## src/hdl/sha1s_pkg.sv

```systemverilog
// package with shared types and constants for the sha-1 stream hasher
package sha1s_pkg;

  typedef struct packed {
    logic [7:0] data_byte;
    logic       has_byte;
    logic       end_of_message;
  } in_word_t;

  typedef struct packed {
    logic [31:0] digest_word;
    logic [2:0]  word_index;
    logic [1:0]  status;
    logic        last_word;
  } out_word_t;

  localparam logic [1:0] ST_DIGEST   = 2'd0;
  localparam logic [1:0] ST_SEALED   = 2'd1;
  localparam logic [1:0] ST_TOO_LONG = 2'd2;

  // command codes passed from front to back
  typedef enum logic [1:0] {
    CMD_BYTE = 2'd0,
    CMD_ERR  = 2'd1,
    CMD_END  = 2'd2
  } cmd_t;

  typedef struct packed {
    cmd_t       cmd;
    logic [7:0] data_byte;
    logic [1:0] err;
    logic       do_end;
  } cmd_word_t;

  localparam logic [31:0] H0 = 32'h67452301;
  localparam logic [31:0] H1 = 32'hEFCDAB89;
  localparam logic [31:0] H2 = 32'h98BADCFE;
  localparam logic [31:0] H3 = 32'h10325476;
  localparam logic [31:0] H4 = 32'hC3D2E1F0;
  localparam int QDEPTH = 2;

  function automatic logic [31:0] round_k(input logic [6:0] i);
    if (i < 7'd20) return 32'h5A827999;
    else if (i < 7'd40) return 32'h6ED9EBA1;
    else if (i < 7'd60) return 32'h8F1BBCDC;
    else return 32'hCA62C1D6;
  endfunction

endpackage

```

## src/hdl/sha1s_front.sv

```systemverilog
// front end: classifies input words and tracks sealed state and bit count
module sha1s_front (
  input  logic                 clk,
  input  logic                 rst_n,
  input  logic                 in_valid,
  output logic                 in_stall,
  input  sha1s_pkg::in_word_t  in_data,
  output logic                 cmd_valid,
  input  logic                 cmd_stall,
  output sha1s_pkg::cmd_word_t cmd_data
);
  import sha1s_pkg::*;

  logic [63:0] bit_count_r, bit_count_nxt;
  logic        sealed_r, sealed_nxt;
  logic        too_long;

  assign too_long = (bit_count_r >= 64'hFFFF_FFFF_FFFF_FFF7);
  assign in_stall = cmd_stall;
  assign cmd_valid = in_valid && (in_data.has_byte || in_data.end_of_message);

  // classify
  always_comb begin
    cmd_data = '0;
    cmd_data.data_byte = in_data.data_byte;
    cmd_data.cmd = CMD_END;
    cmd_data.do_end = in_data.end_of_message;
    bit_count_nxt = bit_count_r;
    sealed_nxt = sealed_r;
    if (in_data.has_byte && sealed_r) begin
      cmd_data.cmd = CMD_ERR;
      cmd_data.err = ST_SEALED;
    end else if (in_data.has_byte && too_long) begin
      cmd_data.cmd = CMD_ERR;
      cmd_data.err = ST_TOO_LONG;
    end else begin
      if (in_data.has_byte) begin
        cmd_data.cmd = CMD_BYTE;
        bit_count_nxt = bit_count_r + 64'd8;
      end
      if (in_data.end_of_message) begin
        bit_count_nxt = '0;
        sealed_nxt = 1'b1;
      end
    end
  end

  always_ff @(posedge clk) begin
    if (!rst_n) begin
      bit_count_r <= '0;
      sealed_r <= 1'b0;
    end else if (cmd_valid && !cmd_stall) begin
      bit_count_r <= bit_count_nxt;
      sealed_r <= sealed_nxt;
    end
  end
endmodule

```

## src/hdl/sha1s_queue.sv

```systemverilog
// short command queue between front and back
module sha1s_queue (
  input  logic                 clk,
  input  logic                 rst_n,
  input  logic                 wr_valid,
  output logic                 wr_stall,
  input  sha1s_pkg::cmd_word_t wr_data,
  output logic                 rd_valid,
  input  logic                 rd_stall,
  output sha1s_pkg::cmd_word_t rd_data
);
  import sha1s_pkg::*;

  cmd_word_t mem_r [QDEPTH];
  logic      wp_r, rp_r;
  logic [1:0] cnt_r;
  logic      wr_en, rd_en;

  assign wr_stall = (cnt_r == 2'(QDEPTH));
  assign rd_valid = (cnt_r != 2'd0);
  assign rd_data  = mem_r[rp_r];
  assign wr_en = wr_valid && !wr_stall;
  assign rd_en = rd_valid && !rd_stall;

  // storage
  always_ff @(posedge clk) begin
    if (wr_en) mem_r[wp_r] <= wr_data;
  end

  // pointers
  always_ff @(posedge clk) begin
    if (!rst_n) begin
      wp_r <= 1'b0;
      rp_r <= 1'b0;
      cnt_r <= '0;
    end else begin
      if (wr_en) wp_r <= ~wp_r;
      if (rd_en) rp_r <= ~rp_r;
      cnt_r <= cnt_r + 2'(wr_en) - 2'(rd_en);
    end
  end
endmodule

```

## src/hdl/sha1s_back.sv

```systemverilog
// back end: block buffer, 80-round compression, padding and digest output
module sha1s_back (
  input  logic                  clk,
  input  logic                  rst_n,
  input  logic                  cmd_valid,
  output logic                  cmd_stall,
  input  sha1s_pkg::cmd_word_t  cmd_data,
  output logic                  out_valid,
  input  logic                  out_stall,
  output sha1s_pkg::out_word_t  out_data
);
  import sha1s_pkg::*;

  typedef enum logic [5:0] {
    S_IDLE = 6'b000001,
    S_PAD  = 6'b000010,
    S_LEN  = 6'b000100,
    S_RND  = 6'b001000,
    S_ADD  = 6'b010000,
    S_EMIT = 6'b100000
  } state_t;

  state_t      state_r;
  logic [31:0] w_r [16];
  logic [31:0] h_r [5];
  logic [31:0] a_r, b_r, c_r, d_r, e_r;
  logic [5:0]  fill_r;
  logic [63:0] len_r;
  logic [6:0]  rnd_r;
  logic        final_r;   // compression belongs to the padding pass
  logic        sealed_r;
  logic        pad_one_r; // 0x80 already placed
  logic        cmd_data_end_r;
  logic [2:0]  idx_r;
  logic        ov_r;
  out_word_t   od_r;
  logic [31:0] f, t, wnew, wcur;
  logic        take, ofree, ld_out;

  assign ofree = !ov_r || !out_stall;
  assign cmd_stall = !(state_r == S_IDLE && ofree);
  assign take = cmd_valid && !cmd_stall;
  assign out_valid = ov_r;
  assign out_data = od_r;
  assign ld_out = (take && cmd_data.cmd == CMD_ERR) || (state_r == S_EMIT && ofree);

  // round function
  assign wcur = w_r[0];
  assign wnew = {w_r[13] ^ w_r[8] ^ w_r[2] ^ w_r[0]} << 1 |
                {w_r[13] ^ w_r[8] ^ w_r[2] ^ w_r[0]} >> 31;
  always_comb begin
    if (rnd_r < 7'd20) f = (b_r & c_r) | (~b_r & d_r);
    else if (rnd_r < 7'd40 || rnd_r >= 7'd60) f = b_r ^ c_r ^ d_r;
    else f = (b_r & c_r) | (b_r & d_r) | (c_r & d_r);
    t = {a_r[26:0], a_r[31:27]} + f + e_r + wcur + round_k(rnd_r);
  end

  // output word valid
  always_ff @(posedge clk) begin
    if (!rst_n) ov_r <= 1'b0;
    else if (ld_out) ov_r <= 1'b1;
    else if (!out_stall) ov_r <= 1'b0;
  end

  always_ff @(posedge clk) begin
    if (!rst_n) begin
      state_r <= S_IDLE;
      h_r[0] <= H0; h_r[1] <= H1; h_r[2] <= H2; h_r[3] <= H3; h_r[4] <= H4;
      fill_r <= '0;
      len_r <= '0;
      sealed_r <= 1'b0;
      final_r <= 1'b0;
      pad_one_r <= 1'b0;
      rnd_r <= '0;
      idx_r <= '0;
      for (int i = 0; i < 16; i++) w_r[i] <= '0;
    end else begin
      case (state_r)
        // accept a command
        S_IDLE: begin
          if (take) begin
            case (cmd_data.cmd)
              CMD_ERR: begin
                od_r <= '{digest_word: '0, word_index: '0, status: cmd_data.err,
                          last_word: 1'b1};
              end
              CMD_BYTE: begin
                w_r[fill_r[5:2]][{~fill_r[1:0], 3'b000} +: 8] <= cmd_data.data_byte;
                fill_r <= fill_r + 6'd1;
                len_r <= len_r + 64'd8;
                final_r <= 1'b0;
                pad_one_r <= 1'b0;
                if (fill_r == 6'd63) state_r <= S_RND;
                else if (cmd_data.do_end) state_r <= sealed_r ? S_EMIT : S_PAD;
              end
              default: begin
                pad_one_r <= 1'b0;
                state_r <= sealed_r ? S_EMIT : S_PAD;
              end
            endcase
            a_r <= h_r[0]; b_r <= h_r[1]; c_r <= h_r[2]; d_r <= h_r[3];
            e_r <= h_r[4];
            rnd_r <= '0;
            idx_r <= '0;
          end
        end
        // append 0x80 and zero the tail
        S_PAD: begin
          if (!pad_one_r) begin
            w_r[fill_r[5:2]][{~fill_r[1:0], 3'b000} +: 8] <= 8'h80;
            pad_one_r <= 1'b1;
            fill_r <= fill_r + 6'd1;
            if (fill_r == 6'd55) state_r <= S_LEN;
            else if (fill_r == 6'd63) begin
              final_r <= 1'b0;
              state_r <= S_RND;
            end
          end else begin
            w_r[fill_r[5:2]][{~fill_r[1:0], 3'b000} +: 8] <= 8'h00;
            fill_r <= fill_r + 6'd1;
            if (fill_r == 6'd55) state_r <= S_LEN;
            else if (fill_r == 6'd63) begin
              final_r <= 1'b0;
              state_r <= S_RND;
            end
          end
          a_r <= h_r[0]; b_r <= h_r[1]; c_r <= h_r[2]; d_r <= h_r[3];
          e_r <= h_r[4];
          rnd_r <= '0;
        end
        // length words
        S_LEN: begin
          w_r[14] <= len_r[63:32];
          w_r[15] <= len_r[31:0];
          final_r <= 1'b1;
          state_r <= S_RND;
        end
        // one round a cycle; word buffer shifts as schedule window
        S_RND: begin
          e_r <= d_r;
          d_r <= c_r;
          c_r <= {b_r[1:0], b_r[31:2]};
          b_r <= a_r;
          a_r <= t;
          for (int i = 0; i < 15; i++) w_r[i] <= w_r[i+1];
          w_r[15] <= wnew;
          rnd_r <= rnd_r + 7'd1;
          if (rnd_r == 7'd79) state_r <= S_ADD;
        end
        // fold into chaining value
        S_ADD: begin
          h_r[0] <= h_r[0] + a_r;
          h_r[1] <= h_r[1] + b_r;
          h_r[2] <= h_r[2] + c_r;
          h_r[3] <= h_r[3] + d_r;
          h_r[4] <= h_r[4] + e_r;
          fill_r <= '0;
          for (int i = 0; i < 16; i++) w_r[i] <= '0;
          a_r <= h_r[0] + a_r; b_r <= h_r[1] + b_r; c_r <= h_r[2] + c_r;
          d_r <= h_r[3] + d_r; e_r <= h_r[4] + e_r;
          rnd_r <= '0;
          if (final_r) begin
            len_r <= '0;
            sealed_r <= 1'b1;
            state_r <= S_EMIT;
          end else if (pad_one_r) state_r <= S_PAD;
          else if (cmd_data_end_r) state_r <= S_PAD;
          else state_r <= S_IDLE;
        end
        // emit five digest words
        S_EMIT: begin
          if (ofree) begin
            od_r <= '{digest_word: h_r[idx_r], word_index: idx_r,
                      status: ST_DIGEST, last_word: (idx_r == 3'd4)};
            idx_r <= idx_r + 3'd1;
            if (idx_r == 3'd4) state_r <= S_IDLE;
          end
        end
        default: state_r <= S_IDLE;
      endcase
    end
  end

  // remember a pending end when a byte fills the block
  always_ff @(posedge clk) begin
    if (!rst_n) cmd_data_end_r <= 1'b0;
    else if (take) cmd_data_end_r <= (cmd_data.cmd == CMD_BYTE) && cmd_data.do_end;
  end
endmodule

```

## src/hdl/sha1_stream_hasher.sv

```systemverilog
// top level of the sha-1 stream hasher
// Accepts one word per item carrying an optional message byte and an end
// flag, and returns five big-endian digest words per end, or one error word.
// Each 64th byte and each end of an unsealed message start the 80-round
// compression, one round a cycle followed by a fold into the chaining value,
// and padding writes one byte a cycle. A two-entry command queue lets the
// front end keep accepting while the back end works.
module sha1_stream_hasher (
  input  logic                 clk,
  input  logic                 rst_n,
  input  logic                 in_valid,
  output logic                 in_stall,
  input  sha1s_pkg::in_word_t  in_data,
  output logic                 out_valid,
  input  logic                 out_stall,
  output sha1s_pkg::out_word_t out_data
);
  import sha1s_pkg::*;

  logic      f_valid, f_stall, b_valid, b_stall;
  cmd_word_t f_data, b_data;

  sha1s_front u_front (
    .clk, .rst_n, .in_valid, .in_stall, .in_data,
    .cmd_valid(f_valid), .cmd_stall(f_stall), .cmd_data(f_data)
  );

  sha1s_queue u_queue (
    .clk, .rst_n,
    .wr_valid(f_valid), .wr_stall(f_stall), .wr_data(f_data),
    .rd_valid(b_valid), .rd_stall(b_stall), .rd_data(b_data)
  );

  sha1s_back u_back (
    .clk, .rst_n,
    .cmd_valid(b_valid), .cmd_stall(b_stall), .cmd_data(b_data),
    .out_valid, .out_stall, .out_data
  );
endmodule
```

## config.mk

```make
export PLATFORM = sky130hd
export DESIGN_NAME = sha1_stream_hasher
export DESIGN_NICKNAME = d
export VERILOG_FILES = /design/src/hdl/sha1s_pkg.sv /design/src/hdl/sha1s_front.sv /design/src/hdl/sha1s_queue.sv /design/src/hdl/sha1s_back.sv /design/src/hdl/sha1_stream_hasher.sv
export SDC_FILE = /design/constraint.sdc
export NUM_CORES = 2
export LEC_CHECK = 0
export ABC_AREA = 1
export BUFFER_PORTS_ARGS = -buffer_cell sky130_fd_sc_hd__buf_2
export CORE_MARGIN = 2
export CORE_UTILIZATION = 60
export CTS_CLUSTER_DIAMETER = 120
export CTS_CLUSTER_SIZE = 24
export DETAILED_ROUTE_END_ITERATION = 16
export PLACE_DENSITY = 0.77
export SLEW_MARGIN = 20
export SYNTH_ARGS = -nofsm -noshare
export SYNTH_HDL_FRONTEND = slang
export SYNTH_SLANG_ARGS = --single-unit
```

## constraint.sdc

```tcl
create_clock -name clk -period 11.1 [get_ports clk]
set_input_delay 1.11 -clock clk [delete_from_list [all_inputs] [get_ports clk]]
set_output_delay 1.11 -clock clk [all_outputs]
set_load 0.01 [all_outputs]
```

==> impl_metrics.json <==
{
  "fin_nets": 8539,
  "async_flop_share": 0,
  "drv_cap": 0,
  "grt_overflow": 0,
  "fill_cells": 9700,
  "regToRegSetupSlack_ns": 5.10,
  "period_needed_ns": 6.00,
  "setup_viol": 0,
  "hpwl_um": 195000,
  "cp.required_ns": 11.58,
  "hold_viol_final": 0,
  "max_freq_ghz": 0.167,
  "finalCritPeriodShare": 0.541,
  "reg2reg_from": "u_back.rnd_r[5]",
  "cts_buffer_depth": 3,
  "seq_area_frac_synth": 0.451,
  "setup.worst_path.class": "flop to flop",
  "cts_tree": "yes",
  "die_h_um": 337,
  "fin_setup_tns_ns": 0,
  "fin_skew_ns": 0.0325,
  "htreeDepth": 2,
  "grt_pass1_vias": 56909,
  "grt_start_max_net_pins": 236,
  "crit_fanout": 21,
  "cts_buffers": 51,
  "ctsResizeCount": 0,
  "holdPathStages": 2,
  "startpoint_type": "flop",
  "core_area_mm2": 0.111,
  "synth_nets": 8678,
  "grt_pass1_wl_um": 373000,
  "yosys_most_used_dff": "edfxtp_1",
  "via_per_inst": 6.38,
  "io_buffers": 53,
  "clock_sinks": 1054,
  "slew_headroom": 0.174,
  "synth.avg_cell_area_um2": 8.00,
  "synth_cells": 8336,
  "area_growth_pct": 4.41,
  "routed_wl_um": 261000,
  "r2r-end": "u_back.a_r[29]",
  "synth_edf_count": 896,
  "regArea_mm2": 0.0301,
  "slew_violations": 0,
  "drt_iter0_markers": 9160,
  "start_util": 0.603,
  "p_leak_nw": 26.6,
  "max_stage_delay_ns": 0.63,
  "status": "complete, no violations",
  "layout-drive-gt1-share": 0.0337,
  "critPathSlowestCell": "clkinv_1",
  "powerDensity_mw_per_mm2": 151,
  "grt.total_usage": 0.450,
  "antenna_found_initial": 12,
  "dieArea_mm2": 0.114,
  "yosys_warnings": 0,
  "pin_count": 54,
  "hold_path_class": "flop to flop",
  "rows": 122,
  "crit_path_end_kind": "flop",
  "fin_hold_ws_ns": 0.466,
  "cts_hold_repair.buffers": 0,
  "clk_pin_slew_ns": 0.11,
  "crit_chain": "nand2_1 > inv_1 > nand2_1 > nand3_2 > buf_4 > clkinv_1 > a221oi_1 > fa_1 > fa_1 > fa_1 > inv_1 > ha_1 > fa_1 > nand3_1 > nand3_1 > nand3_1 > nand3_1 > nand2_1 > nand3_1 > nand3_1 > nand3_1",
  "cts_root_buffer": "clkbuf_16",
  "gp_congestion": 1.12,
  "die_width_um": 337,
  "synth_area_mm2": 0.0667,
  "drc_errors": 0,
  "synth.distinct_cells": 61,
  "multi_input_area_mm2": 0.0319,
  "drtAntennaViolNets": 0,
  "ys_seq_elements": 1054,
  "ir_worst_vdd_uv": 157,
  "crit_arrival_ns": 6.49,
  "critPathMostFrequentCell": "nand3_1",
  "rsz0062_at_grt": "no",
  "holdCritStartpoint": "u_front.sealed_r",
  "holdPathEnd": "u_front.sealed_r",
  "drt-pass1-iter-count": 8,
  "vias": 62148,
  "ff2ff_path_depth": 21,
  "wl_per_cell_um": 26.8,
  "postCtsSetupRepairBufs": 0,
  "clock_latency_ns": 0.73,
  "tightest_slew_ns": 1.23
}
-- registers in the layout (all words and copies together) (netlist names), 32 cells and up, named ones only --
signal and cells:
u_back.out_data 38, u_back.d_r 32, u_front.bit_count_r 61, u_back.e_r 32, u_back.w_r 512, u_back.a_r 32
u_back.c_r 32, u_back.b_r 32, u_back.len_r 61, u_back.h_r 160
-- kinds of logic (layout without fill, tap and decap cells) --
kind of cell    Yosys count  after routing  synth area share
simple gates           4049           4049             0.254
other cells               0              7                 0
xor+xnor                209            209            0.0274
mux                       2              2          0.000300
buf+inv                1230           1134            0.0716
flops                  1054           1054             0.451
compound gates         1464           1464             0.120
fa+ha+maj               328            328            0.0756
-- through the flow --
stage                     setup slack, ns  total power [mW]  instance area (um2)  utilization  cells
after global routing                 4.83              10.9                69600        0.630   9728
after global placement               5.27              8.10                68000        0.615   9631
after floorplan                      1.94              6.96                66700            -   8336
after detailed placement             5.20              8.12                68000        0.615   9631
final                                5.10              10.5                69600        0.630   9735
after CTS                            5.19              10.3                69600        0.630   9727
-- placed cells by master, fill, tap and decap left out, types with 48 or more instances in the layout --
| master | n |
|---|---|
| a21oi_1 | 376 |
| buf_2 | 53 |
| buf_4 | 48 |
| clkbuf_16 | 53 |
| dfxtp_1 | 156 |
| edfxtp_1 | 896 |
| fa_1 | 125 |
| ha_1 | 203 |
| inv_1 | 915 |
| nand2_1 | 2289 |
| nand3_1 | 626 |
| nand4_1 | 123 |
| nor2_1 | 760 |
| nor3_1 | 92 |
| o211ai_1 | 63 |
| o21ai_0 | 615 |
| o21ai_1 | 214 |
| xnor2_1 | 130 |
| xor2_1 | 79 |
-- worst max-delay path: cells and delay by family, from the launching register on --
family | cells | cell delay [ns]
compound gates | 1 | 0.56
buf+inv | 4 | 1.10
simple gates | 11 | 1.40
fa+ha+maj | 5 | 2.24
flops | 1 | 0.44
-- per-layer routing --
layer	wire length (um)	track usage	vias up
met1	92400	0.561	29205
met2	111000	0.673	4360
li1	-	-	27644
met5	73	0	-
met3	31600	0.113	929
met4	25500	0.350	10
-- worst max path at each step --
stage                    start  slack, ns             end
2_1_floorplan            rst_n       1.94   u_back.a_r[0]
3_3_place_gp   u_back.rnd_r[4]       5.27  u_back.a_r[29]
3_5_place_dp   u_back.rnd_r[4]       5.20  u_back.a_r[29]
4_1_cts        u_back.rnd_r[4]       5.19  u_back.a_r[29]
5_1_grt        u_back.rnd_r[4]       4.83  u_back.a_r[29]
6_report       u_back.rnd_r[5]       5.10  u_back.a_r[29]
-- cell type report --
| type | instances | area share |
|---|---|---|
| multi-input cells | 6052 | 0.458 |
| flip-flops and latches | 1054 | 0.432 |
| inverters | 935 | 0.0506 |
| well taps | 1488 | 0.0267 |
| clock buffers | 91 | 0.0212 |
| repair buffers | 103 | 0.00956 |
| clock inverters | 5 | 0.00142 |
| diodes | 7 | 0.000252 |
-- cell usage after synthesis, drive strengths merged, types with 11 or more instances --
library cell	number	area, um2
nand2	2322	8800
a21oi	377	1890
and2	11	68.8
a211oi	16	120
nand3	629	3170
nor2	782	3040
xnor2	130	1140
edfxtp	896	26900
ha	203	2540
o21ai	829	4150
o21a	13	97.6
nor4	29	181
nand4	126	825
clkbuf	185	717
nor3	97	517
dfxtp	158	3160
xor2	79	692
o22ai	44	275
fa	125	2500
o221ai	37	324
nand3b	15	113
buf	110	544
or2	28	175
o21bai	42	315
inv	932	3500
o211ai	64	485
-- power by group --
part / total (mW) / leakage [nW] / switching, mW / internal (mW)
logic: 3.33 / 16.1 / 2.46 / 0.874
clock network: 2.32 / 0.747 / 1.39 / 0.931
registers: 4.85 / 9.72 / 0.268 / 4.58
Power figures use the tool's default switching activity.
